===== src/sv/qoi_mul.sv =====
// Shared signed 33x33 multiplier with registered product.
module qoi_mul (
    input  logic               i_clk,
    input  logic signed [32:0] i_a,
    input  logic signed [32:0] i_b,
    output logic signed [65:0] o_p
);
    always_ff @(posedge i_clk) begin
        o_p <= i_a * i_b;
    end
endmodule


===== config.mk =====
export PLATFORM = sky130hd
export DESIGN_NAME = qoi_mul
export DESIGN_NICKNAME = d
export VERILOG_FILES = /design/src/sv/qoi_mul.sv
export SDC_FILE = /design/constraint.sdc
export NUM_CORES = 2
export LEC_CHECK = 0
export CAP_MARGIN = 5
export CORE_MARGIN = 5
export CORE_UTILIZATION = 30
export DETAILED_ROUTE_END_ITERATION = 6
export DONT_BUFFER_PORTS = 1
export GPL_ROUTABILITY_DRIVEN = 1
export SYNTH_ARGS = -nofsm -noshare
export SYNTH_HDL_FRONTEND = slang
export SYNTH_SLANG_ARGS = --single-unit

===== constraint.sdc =====
create_clock -name i_clk -period 8.9 [get_ports i_clk]
set_clock_uncertainty 0.1 [all_clocks]
set_input_delay 1.335 -clock i_clk [delete_from_list [all_inputs] [get_ports i_clk]]
set_output_delay 1.335 -clock i_clk [all_outputs]
set_load 0.01 [all_outputs]

==> flow_metrics.tcl <==
set metrics [dict create \
    cts-root-to-sink-buffers 2 \
    yosys_warnings 0 \
    finalWeightedCongestion 0.878 \
    grt_pass1_wl_um 180000 \
    synth.ff_latch_count 66 \
    drc 0 \
    clock-sinks 66 \
    number_of_instances_in_the_synthesized_netlist 4338 \
    top_register "o_p" \
    top_regs "o_p: 66 flops" \
    detailedPlacementHpwl_um 92400 \
    post_cts.repair.setup_buffers 0 \
    syn-cell-area_sq_um 40700 \
    worstSetupStartpointType "input port" \
    cp_max_fo 33 \
    async_reset_ff_frac 0 \
    fp.coreArea_sq_um 135000 \
    initial_utilization 0.301 \
    totalNegativeSetupSlack_ps 0 \
    worstSetupPathType "input port to register" \
    min-delay-start "i_b[0]" \
    grt.overflow.total 0 \
    timing.final.max_slew_violations 0 \
    maxCapViolations 0 \
    grt_antenna_before_repair 5 \
    synth_flop_cell "dfxtp_1" \
    unrepaired_setup_endpoints_after_global_routing "no" \
    dieArea_sq_um 143000 \
    vias_per_cell 4.67 \
    cts.repair.resized 0 \
    fp.dieH_um 378 \
    cts-buffers-inserted 9 \
    clkTransAtPathRegs_ps 70 \
    drt-pass1-iter-count 6 \
    syn-num-nets 5767 \
    layout-drive-gt1-share 0.0225 \
    synth.lib_cells_used.distinct 80 \
    numPortBuffers 0 \
    first_iter_violations 1376 \
    area.growth.synth_to_final_pct 4.88 \
    timing.final.crit_share 0.951 \
    fill_cells 14100 \
    nNetsFinal 5598 \
    first_global_vias 31500 \
    fmax_ghz 0.118 \
    largest_register_ffs 66 \
    remaining_antenna_violation_count_after_routing 0 \
    cp_data_required_time_ps 9130 \
    cts_tree "yes" \
    critical_path.startpoint "i_b[0]" \
    hp-class "input port to register" \
    final-setup-viol-count 0 \
    cts_max_level 3 \
    rows 135 \
    finalWorstPathRequiredPeriod_ps 8470 \
    finalWirelength_um 110000 \
    design.portCount 133 \
    groute.usage.overall 0.162 \
    worst_setup_path_end_kind "register" \
    drt-wirelength-per-cell_um 18.5 \
    hold_violations 0 \
    worst-endpoint-arrival_ps 8700 \
    vias 27800 \
    post_synth_edffs 0 \
    largest_net_degree_at_the_start_of_global_routing 34 \
    ys_seq_area_frac 0.0324 \
    worst_max_slew_margin_expressed_relative_to_the_limit 0.379 \
    outcome "completed" \
    hold_buffers 0 \
    worst_pin_slew_ps 932 \
    post_synth.cell_area_avg_sq_um 9.39 \
    chipWidth_um 378 \
    cts.root.buffer_cell "clkbuf_16" \
]
[cell usage after synthesis, drive strengths merged (2+ instances only)]
library cell  instances  share of area
fa                 1145           0.56
inv                1131           0.10
and2                563          0.087
nand2               551          0.051
ha                  217          0.067
clkbuf              208          0.019
nor2                 68         0.0063
dfxtp                66          0.032
a21oi                61         0.0080
xnor2                43         0.0092
a21o                 38         0.0071
o21ai                33         0.0042
nand3                26         0.0033
xor2                 25         0.0054
buf                  13         0.0017
nand2b               12         0.0018
nand4                12         0.0020
a211oi               11         0.0027
o21bai               11         0.0020
a31oi                 9         0.0015
nor3                  7        0.00086
o31ai                 7         0.0025
a211o                 6         0.0013
and3                  6         0.0010
o21a                  6         0.0011
and4                  5         0.0011
nor2b                 5        0.00077
o211ai                5         0.0013
a21boi                3        0.00083
a221oi                3         0.0011
nor4                  3        0.00083
or2                   3        0.00046
or3                   3        0.00046
a2111o                2        0.00055
a2111oi               2        0.00089
a22oi                 2        0.00037
a311o                 2        0.00049
a311oi                2        0.00043
a31o                  2        0.00043
nor3b                 2        0.00037
nor4b                 2        0.00058
o221a                 2        0.00055
o311ai                2        0.00086
or3b                  2        0.00043
[critical path: stages]
cell and delay [ps]:
nand2_1 90, inv_1 90, fa_1 690, inv_1 150
fa_1 500, inv_1 50, fa_1 500, inv_1 60
fa_1 530, inv_1 50, fa_1 480, fa_1 520
fa_1 490, inv_1 50, fa_1 470, inv_1 40
ha_1 470, a21o_1 370, o21bai_1 170, buf_4 200
a31oi_1 130, o221a_2 330, or2_2 340, nand3_2 190
a211oi_1 110, a311oi_1 270
[worst paths after layout]
path  endpoint  cells past startpoint  slack [ps]
min     o_p[0]                      1         960
max    o_p[64]                     26         430
[cells by family after synthesis]
family | synth area share
fa+ha+maj | 0.629
simple gates | 0.158
buf+inv | 0.125
compound gates | 0.0407
flops | 0.0324
xor+xnor | 0.0146
[metrics by stage]
step | setup WS, ps | std cells | cell area, sq um | util | hold slack, ps
after floorplan | 229 | 4338 | 40700 | - | 1360
after global placement | 146 | 5939 | 42400 | 0.314 | 1360
after detailed placement | 118 | 5939 | 42400 | 0.314 | 1380
after CTS | 561 | 5955 | 42700 | 0.316 | 925
after global routing | 148 | 5955 | 42700 | 0.316 | 941
final | 432 | 5959 | 42700 | 0.316 | 958
[final cells by class]
class                   instances  area [sq um]  share of cell area
diodes                          4          10.0            0.000234
clock buffers                   9           225             0.00527
clock inverters                 7          53.8             0.00126
inverters                    1131          4250              0.0994
multi-input cells            2920         34300               0.803
flip-flops and latches         66          1320              0.0309
well taps                    1781          2230              0.0522
repair buffers                 41           320             0.00750
[layer usage]
metal  up-vias  share of wire  global-route usage
met3       140          0.064              0.0307
met4         0          0.028              0.0457
met2       768           0.51               0.286
met5         -              0                   0
met1     14900           0.39               0.201
li1      12000              -                   -
[cells in the final DEF, fill, tap and decap left out, types with 7 or more instances in the layout]
cell	instances
xnor2_1	43
clkbuf_16	9
a21o_1	36
dfxtp_1	66
fa_1	1145
xor2_1	25
inv_1	1131
and2_1	562
o21ai_0	25
nand2_1	551
ha_1	217
buf_4	40
nor3_1	7
a211oi_1	7
o21bai_1	11
a31oi_1	8
nand3_1	25
nor2_1	68
a21oi_1	57
nand2b_1	12
nand4_1	11
Power is left out: the tool's default activity adds up to more than one toggle a clock period on the data nets, which glitch-free logic cannot reach.
