<file path="config.mk">
export PLATFORM = sky130hd
export DESIGN_NAME = qoi_div
export DESIGN_NICKNAME = d
export VERILOG_FILES = /design/src/sv/qoi_div.sv
export SDC_FILE = /design/constraint.sdc
export NUM_CORES = 1
export LEC_CHECK = 0
export BUFFER_PORTS_ARGS = -buffer_cell sky130_fd_sc_hd__buf_2
export CORE_MARGIN = 3
export CORE_UTILIZATION = 49
export DETAILED_ROUTE_END_ITERATION = 7
export PLACE_DENSITY = 0.79
export SLEW_MARGIN = 20
export SYNTH_ARGS = -nofsm -noshare
export SYNTH_HDL_FRONTEND = slang
export SYNTH_SLANG_ARGS = --single-unit
</file>
<file path="constraint.sdc">
create_clock -name i_clk -period 2.55 [get_ports i_clk]
set_clock_uncertainty 0.05 [all_clocks]
set_input_delay 0.3825 -clock i_clk [delete_from_list [all_inputs] [get_ports i_clk]]
set_output_delay 0.3825 -clock i_clk [all_outputs]
set_load 0.03 [all_outputs]
</file>
<file path="src/sv/qoi_div.sv">
// Restoring divider, one quotient bit per cycle, 61-bit dividend magnitude.
module qoi_div (
    input  logic        i_clk,
    input  logic        i_rst_n,
    input  logic        i_start,
    input  logic [60:0] i_num,
    input  logic [31:0] i_den,
    output logic        o_done,
    output logic [60:0] o_quo
);
    logic [60:0] r_quo, n_quo;
    logic [32:0] r_rem, n_rem;
    logic [5:0]  r_cnt, n_cnt;
    logic        r_busy, n_busy;
    logic [32:0] w_try;

    always_comb begin
        n_quo  = r_quo;
        n_rem  = r_rem;
        n_cnt  = r_cnt;
        n_busy = r_busy;
        w_try  = {r_rem[31:0], r_quo[60]};
        if (i_start) begin
            n_quo  = i_num;
            n_rem  = '0;
            n_cnt  = 6'd60;
            n_busy = 1'b1;
        end else if (r_busy) begin
            if (w_try >= {1'b0, i_den}) begin
                n_rem = w_try - {1'b0, i_den};
                n_quo = {r_quo[59:0], 1'b1};
            end else begin
                n_rem = w_try;
                n_quo = {r_quo[59:0], 1'b0};
            end
            n_cnt = r_cnt - 6'd1;
            if (r_cnt == 6'd0) begin
                n_busy = 1'b0;
            end
        end
    end

    always_ff @(posedge i_clk) begin
        if (!i_rst_n) begin
            r_busy <= 1'b0;
            r_cnt  <= '0;
        end else begin
            r_busy <= n_busy;
            r_cnt  <= n_cnt;
        end
        r_quo <= n_quo;
        r_rem <= n_rem;
    end

    assign o_done = r_busy && (r_cnt == 6'd0) && !i_start;
    assign o_quo  = n_quo;
endmodule

</file>
==> impl_metrics.tcl <==
set metrics [dict create \
    grt_pass1_wl_mm 29.4 \
    synth_warnings 0 \
    n_antenna_cell 0 \
    powerDensity_nw_per_um2 558 \
    syn2layout_area_growth_pct 42.3 \
    initial_core_util 0.508 \
    avgViaCountPerCell 5.47 \
    fin_cells 1218 \
    nFillCells 958 \
    pin_count 158 \
    antenna_found_initial 0 \
    violations "setup timing" \
    run_status "complete, but fails checks" \
    max_freq_ghz 0.343 \
    p_comb_frac 0.346 \
    rows 40 \
    seqPwrFrac 0.371 \
    mostFrequentLayoutCells "155 x buf_2, 125 x nand2_1, 114 x buf_4" \
    swShare 0.349 \
    worst_slack_ps -366 \
    gp_congestion 0.905 \
    synthArstFlopShare 0 \
    dp_cells 1185 \
    synth_ff_type "dfxtp_1" \
    grt_max_degree 64 \
    worstPathMaxFanout 2 \
    h-tree-depth 3 \
    drtAntennaViolNets 0 \
    portBuffers 157 \
    dp_slack_ps -362 \
    drtIter0Drc 460 \
    drive_gt1_frac 0.354 \
    avgSynthCellArea_sq_um 7.80 \
    irDropWorstVdd_uv 570 \
    ff2ff_setup_slack_ps -310 \
    ys_seq_area_frac 0.323 \
    dpl.hpwl_mm 12.7 \
    cpPeakStageDelay_ps 380 \
    cts_tree "built" \
    yosys.area.top_type "dfxtp_1" \
    grt-ovfl-total 0 \
    finalCriticalPeriod_ps 2920 \
    p_clk_frac 0.284 \
    p_switching_uw 1720 \
    core_sq_um 12200 \
    yosysUniqueCellTypes 58 \
    hold_viol_final 0 \
    worstSetupPathType "reg2out" \
    routed_wl_mm 18.4 \
    syn-cell-area_sq_um 6210 \
    fin_crit_sh 1.14 \
    via_count 6659 \
    dieHeight_microns 119 \
    p_int_uw 3210 \
    grt_pass1_vias 6398 \
    cp_top_family "compound AO/OA/AOI/OAI gates" \
    max_slew_margin 0.624 \
    synth_cells 796 \
    final_nets 1175 \
    worst_slew_pin_slew_ps 549 \
    die_w_microns 119 \
    clockBufferDepth 2 \
    crit_required_ps 2120 \
    crit_path_start_kind "flip-flop" \
    setup_viol_count_final 33 \
    first_pass_iters 5 \
    worstPathCellList "ha_4 > nor2b_4 > o2111ai_2 > a211o_1 > a311oi_4 > o21ai_2 > nand3_2 > o21ai_2 > o21ai_2 > buf_6" \
    crit_top_cell "o21ai_2" \
    yosys-top-cells-area "dfxtp_1 32%, mux2i_1 10%, nand2_1 8.5%, o21ai_0 7.0%, ha_1 6.7%" \
    clk_latency_ps 350 \
    path_clk_slew_ps 80 \
    numClockSinks 100 \
    leakage_uw 0.00407 \
    synth_fp_nets 926 \
    arrival_ps 2480 \
    slew_viol_final 0 \
    wire_per_inst_microns 15.1 \
    crit_slowest_cell "a211o_1" \
    route.detailed.drc 0 \
    cts_made_buffers 9 \
    drv_cap 0 \
    synth.top_cell.area_share 0.323 \
    hp-class "in2reg" \
    final_common_cell "buf_2" \
    path_buf_inv 1 \
    synth_edf_count 0 \
    rsz0062_at_grt "true" \
    endpoint_kind "primary output" \
    cts_root_buf "clkbuf_16" \
    ys_ff_latch 100 \
    die-area_sq_um 14100 \
    grt_usage 0.247 \
    fin_setup_tns_ps -4100 \
]
==> cells by family (layout without fill, tap and decap cells) <==
| logic type | count (synthesis) | after routing | synth area share |
|---|---|---|---|
| AOI/OAI and AO/OA | 218 | 218 | 0.224 |
| buffers and inverters | 91 | 345 | 0.0587 |
| DFF | 100 | 100 | 0.323 |
| adders and majority gates | 34 | 34 | 0.0698 |
| muxes | 63 | 63 | 0.102 |
| and+or+nand+nor | 264 | 264 | 0.187 |
| xor gates and xnor gates | 26 | 26 | 0.0367 |
==> power by group through the flow <==
stage / logic, uW / clock network (uW) / registers, uW
floorplan: 1010 / 0 / 1830
CTS: 1630 / 1410 / 1820
global placement: 1530 / 0 / 1850
global route: 1840 / 1470 / 1850
finish: 1700 / 1400 / 1830
detailed placement: 1550 / 0 / 1860
==> sequential cells by signal (all words and copies together) (netlist names) <==
name    count
r_cnt       6
r_busy      1
r_rem      32
r_quo      61
==> worst paths after layout <==
check                  from         to  cells past startpoint
setup / recovery   r_rem[0]   o_quo[0]                     10
hold / removal    i_num[16]  r_quo[16]                      3
setup reg to reg   r_rem[0]  r_rem[25]                     10
hold reg to reg   r_rem[21]  r_rem[22]                      2
==> layer usage <==
| layer | share of wire | track usage | up-vias |
|---|---|---|---|
| met3 | 0.063 | 0.0445 | 55 |
| met2 | 0.47 | 0.406 | 252 |
| met5 | 0 | 0 | - |
| met1 | 0.43 | 0.313 | 3023 |
| met4 | 0.036 | 0.114 | 0 |
| li1 | - | - | 3329 |
==> worst reg2reg max path, cell delays in order, from the launching register on <==
cell	delay (ps)
dfxtp_4	360
ha_4	270
nor2b_4	160
o2111ai_2	140
a211o_1	380
buf_6	140
a311o_1	360
a21boi_2	220
nor2_4	90
or3b_1	370
a311oi_2	240
==> Yosys cell counts, types with 4 or more instances <==
cell      count
a211oi_1      6
a21boi_0      7
a21o_1       14
a21oi_1      40
a311oi_1     22
a311oi_2      4
a31oi_1       7
and3_1        4
buf_1         7
clkbuf_1     33
dfxtp_1     100
ha_1         33
inv_1        45
mux2i_1      62
nand2_1     141
nand2b_1      7
nand3_1      20
nand4_1       8
nor2_1       50
nor2b_1       9
nor3_1        9
o211ai_1      5
o21a_1        5
o21ai_0      87
xnor2_1      19
xor2_1        7
==> area by class of cell <==
class,count,area (sq um),area share
multi-input combinational,605,4230,0.479
sequential,100,2010,0.228
timing repair buffer,284,1900,0.215
clock buffer,11,254,0.0288
tap,168,210,0.0238
inverter,45,176,0.0200
clock inverter,5,52.6,0.00595
==> through the flow <==
| stage | area, sq um | hold slack [ps] | total power [uW] | util |
|---|---|---|---|---|
| 2_1_floorplan | 6290 | 413 | 2830 | - |
| 3_3_place_gp | 8000 | 433 | 3380 | 0.655 |
| 3_5_place_dp | 8000 | 442 | 3410 | 0.655 |
| 4_1_cts | 8670 | 199 | 4870 | 0.710 |
| 5_1_grt | 8830 | 220 | 5160 | 0.723 |
| 6_report | 8830 | 208 | 4930 | 0.723 |
==> what timing repair did <==
item                                    CTS  global route
endpoints found under the setup margin   33            33
setup buffers                            18             4
cloned                                    3             0
hold buffers                              0             0
resized for setup                        45            46
pin swaps                                21            28
Power figures use the tool's default switching activity.
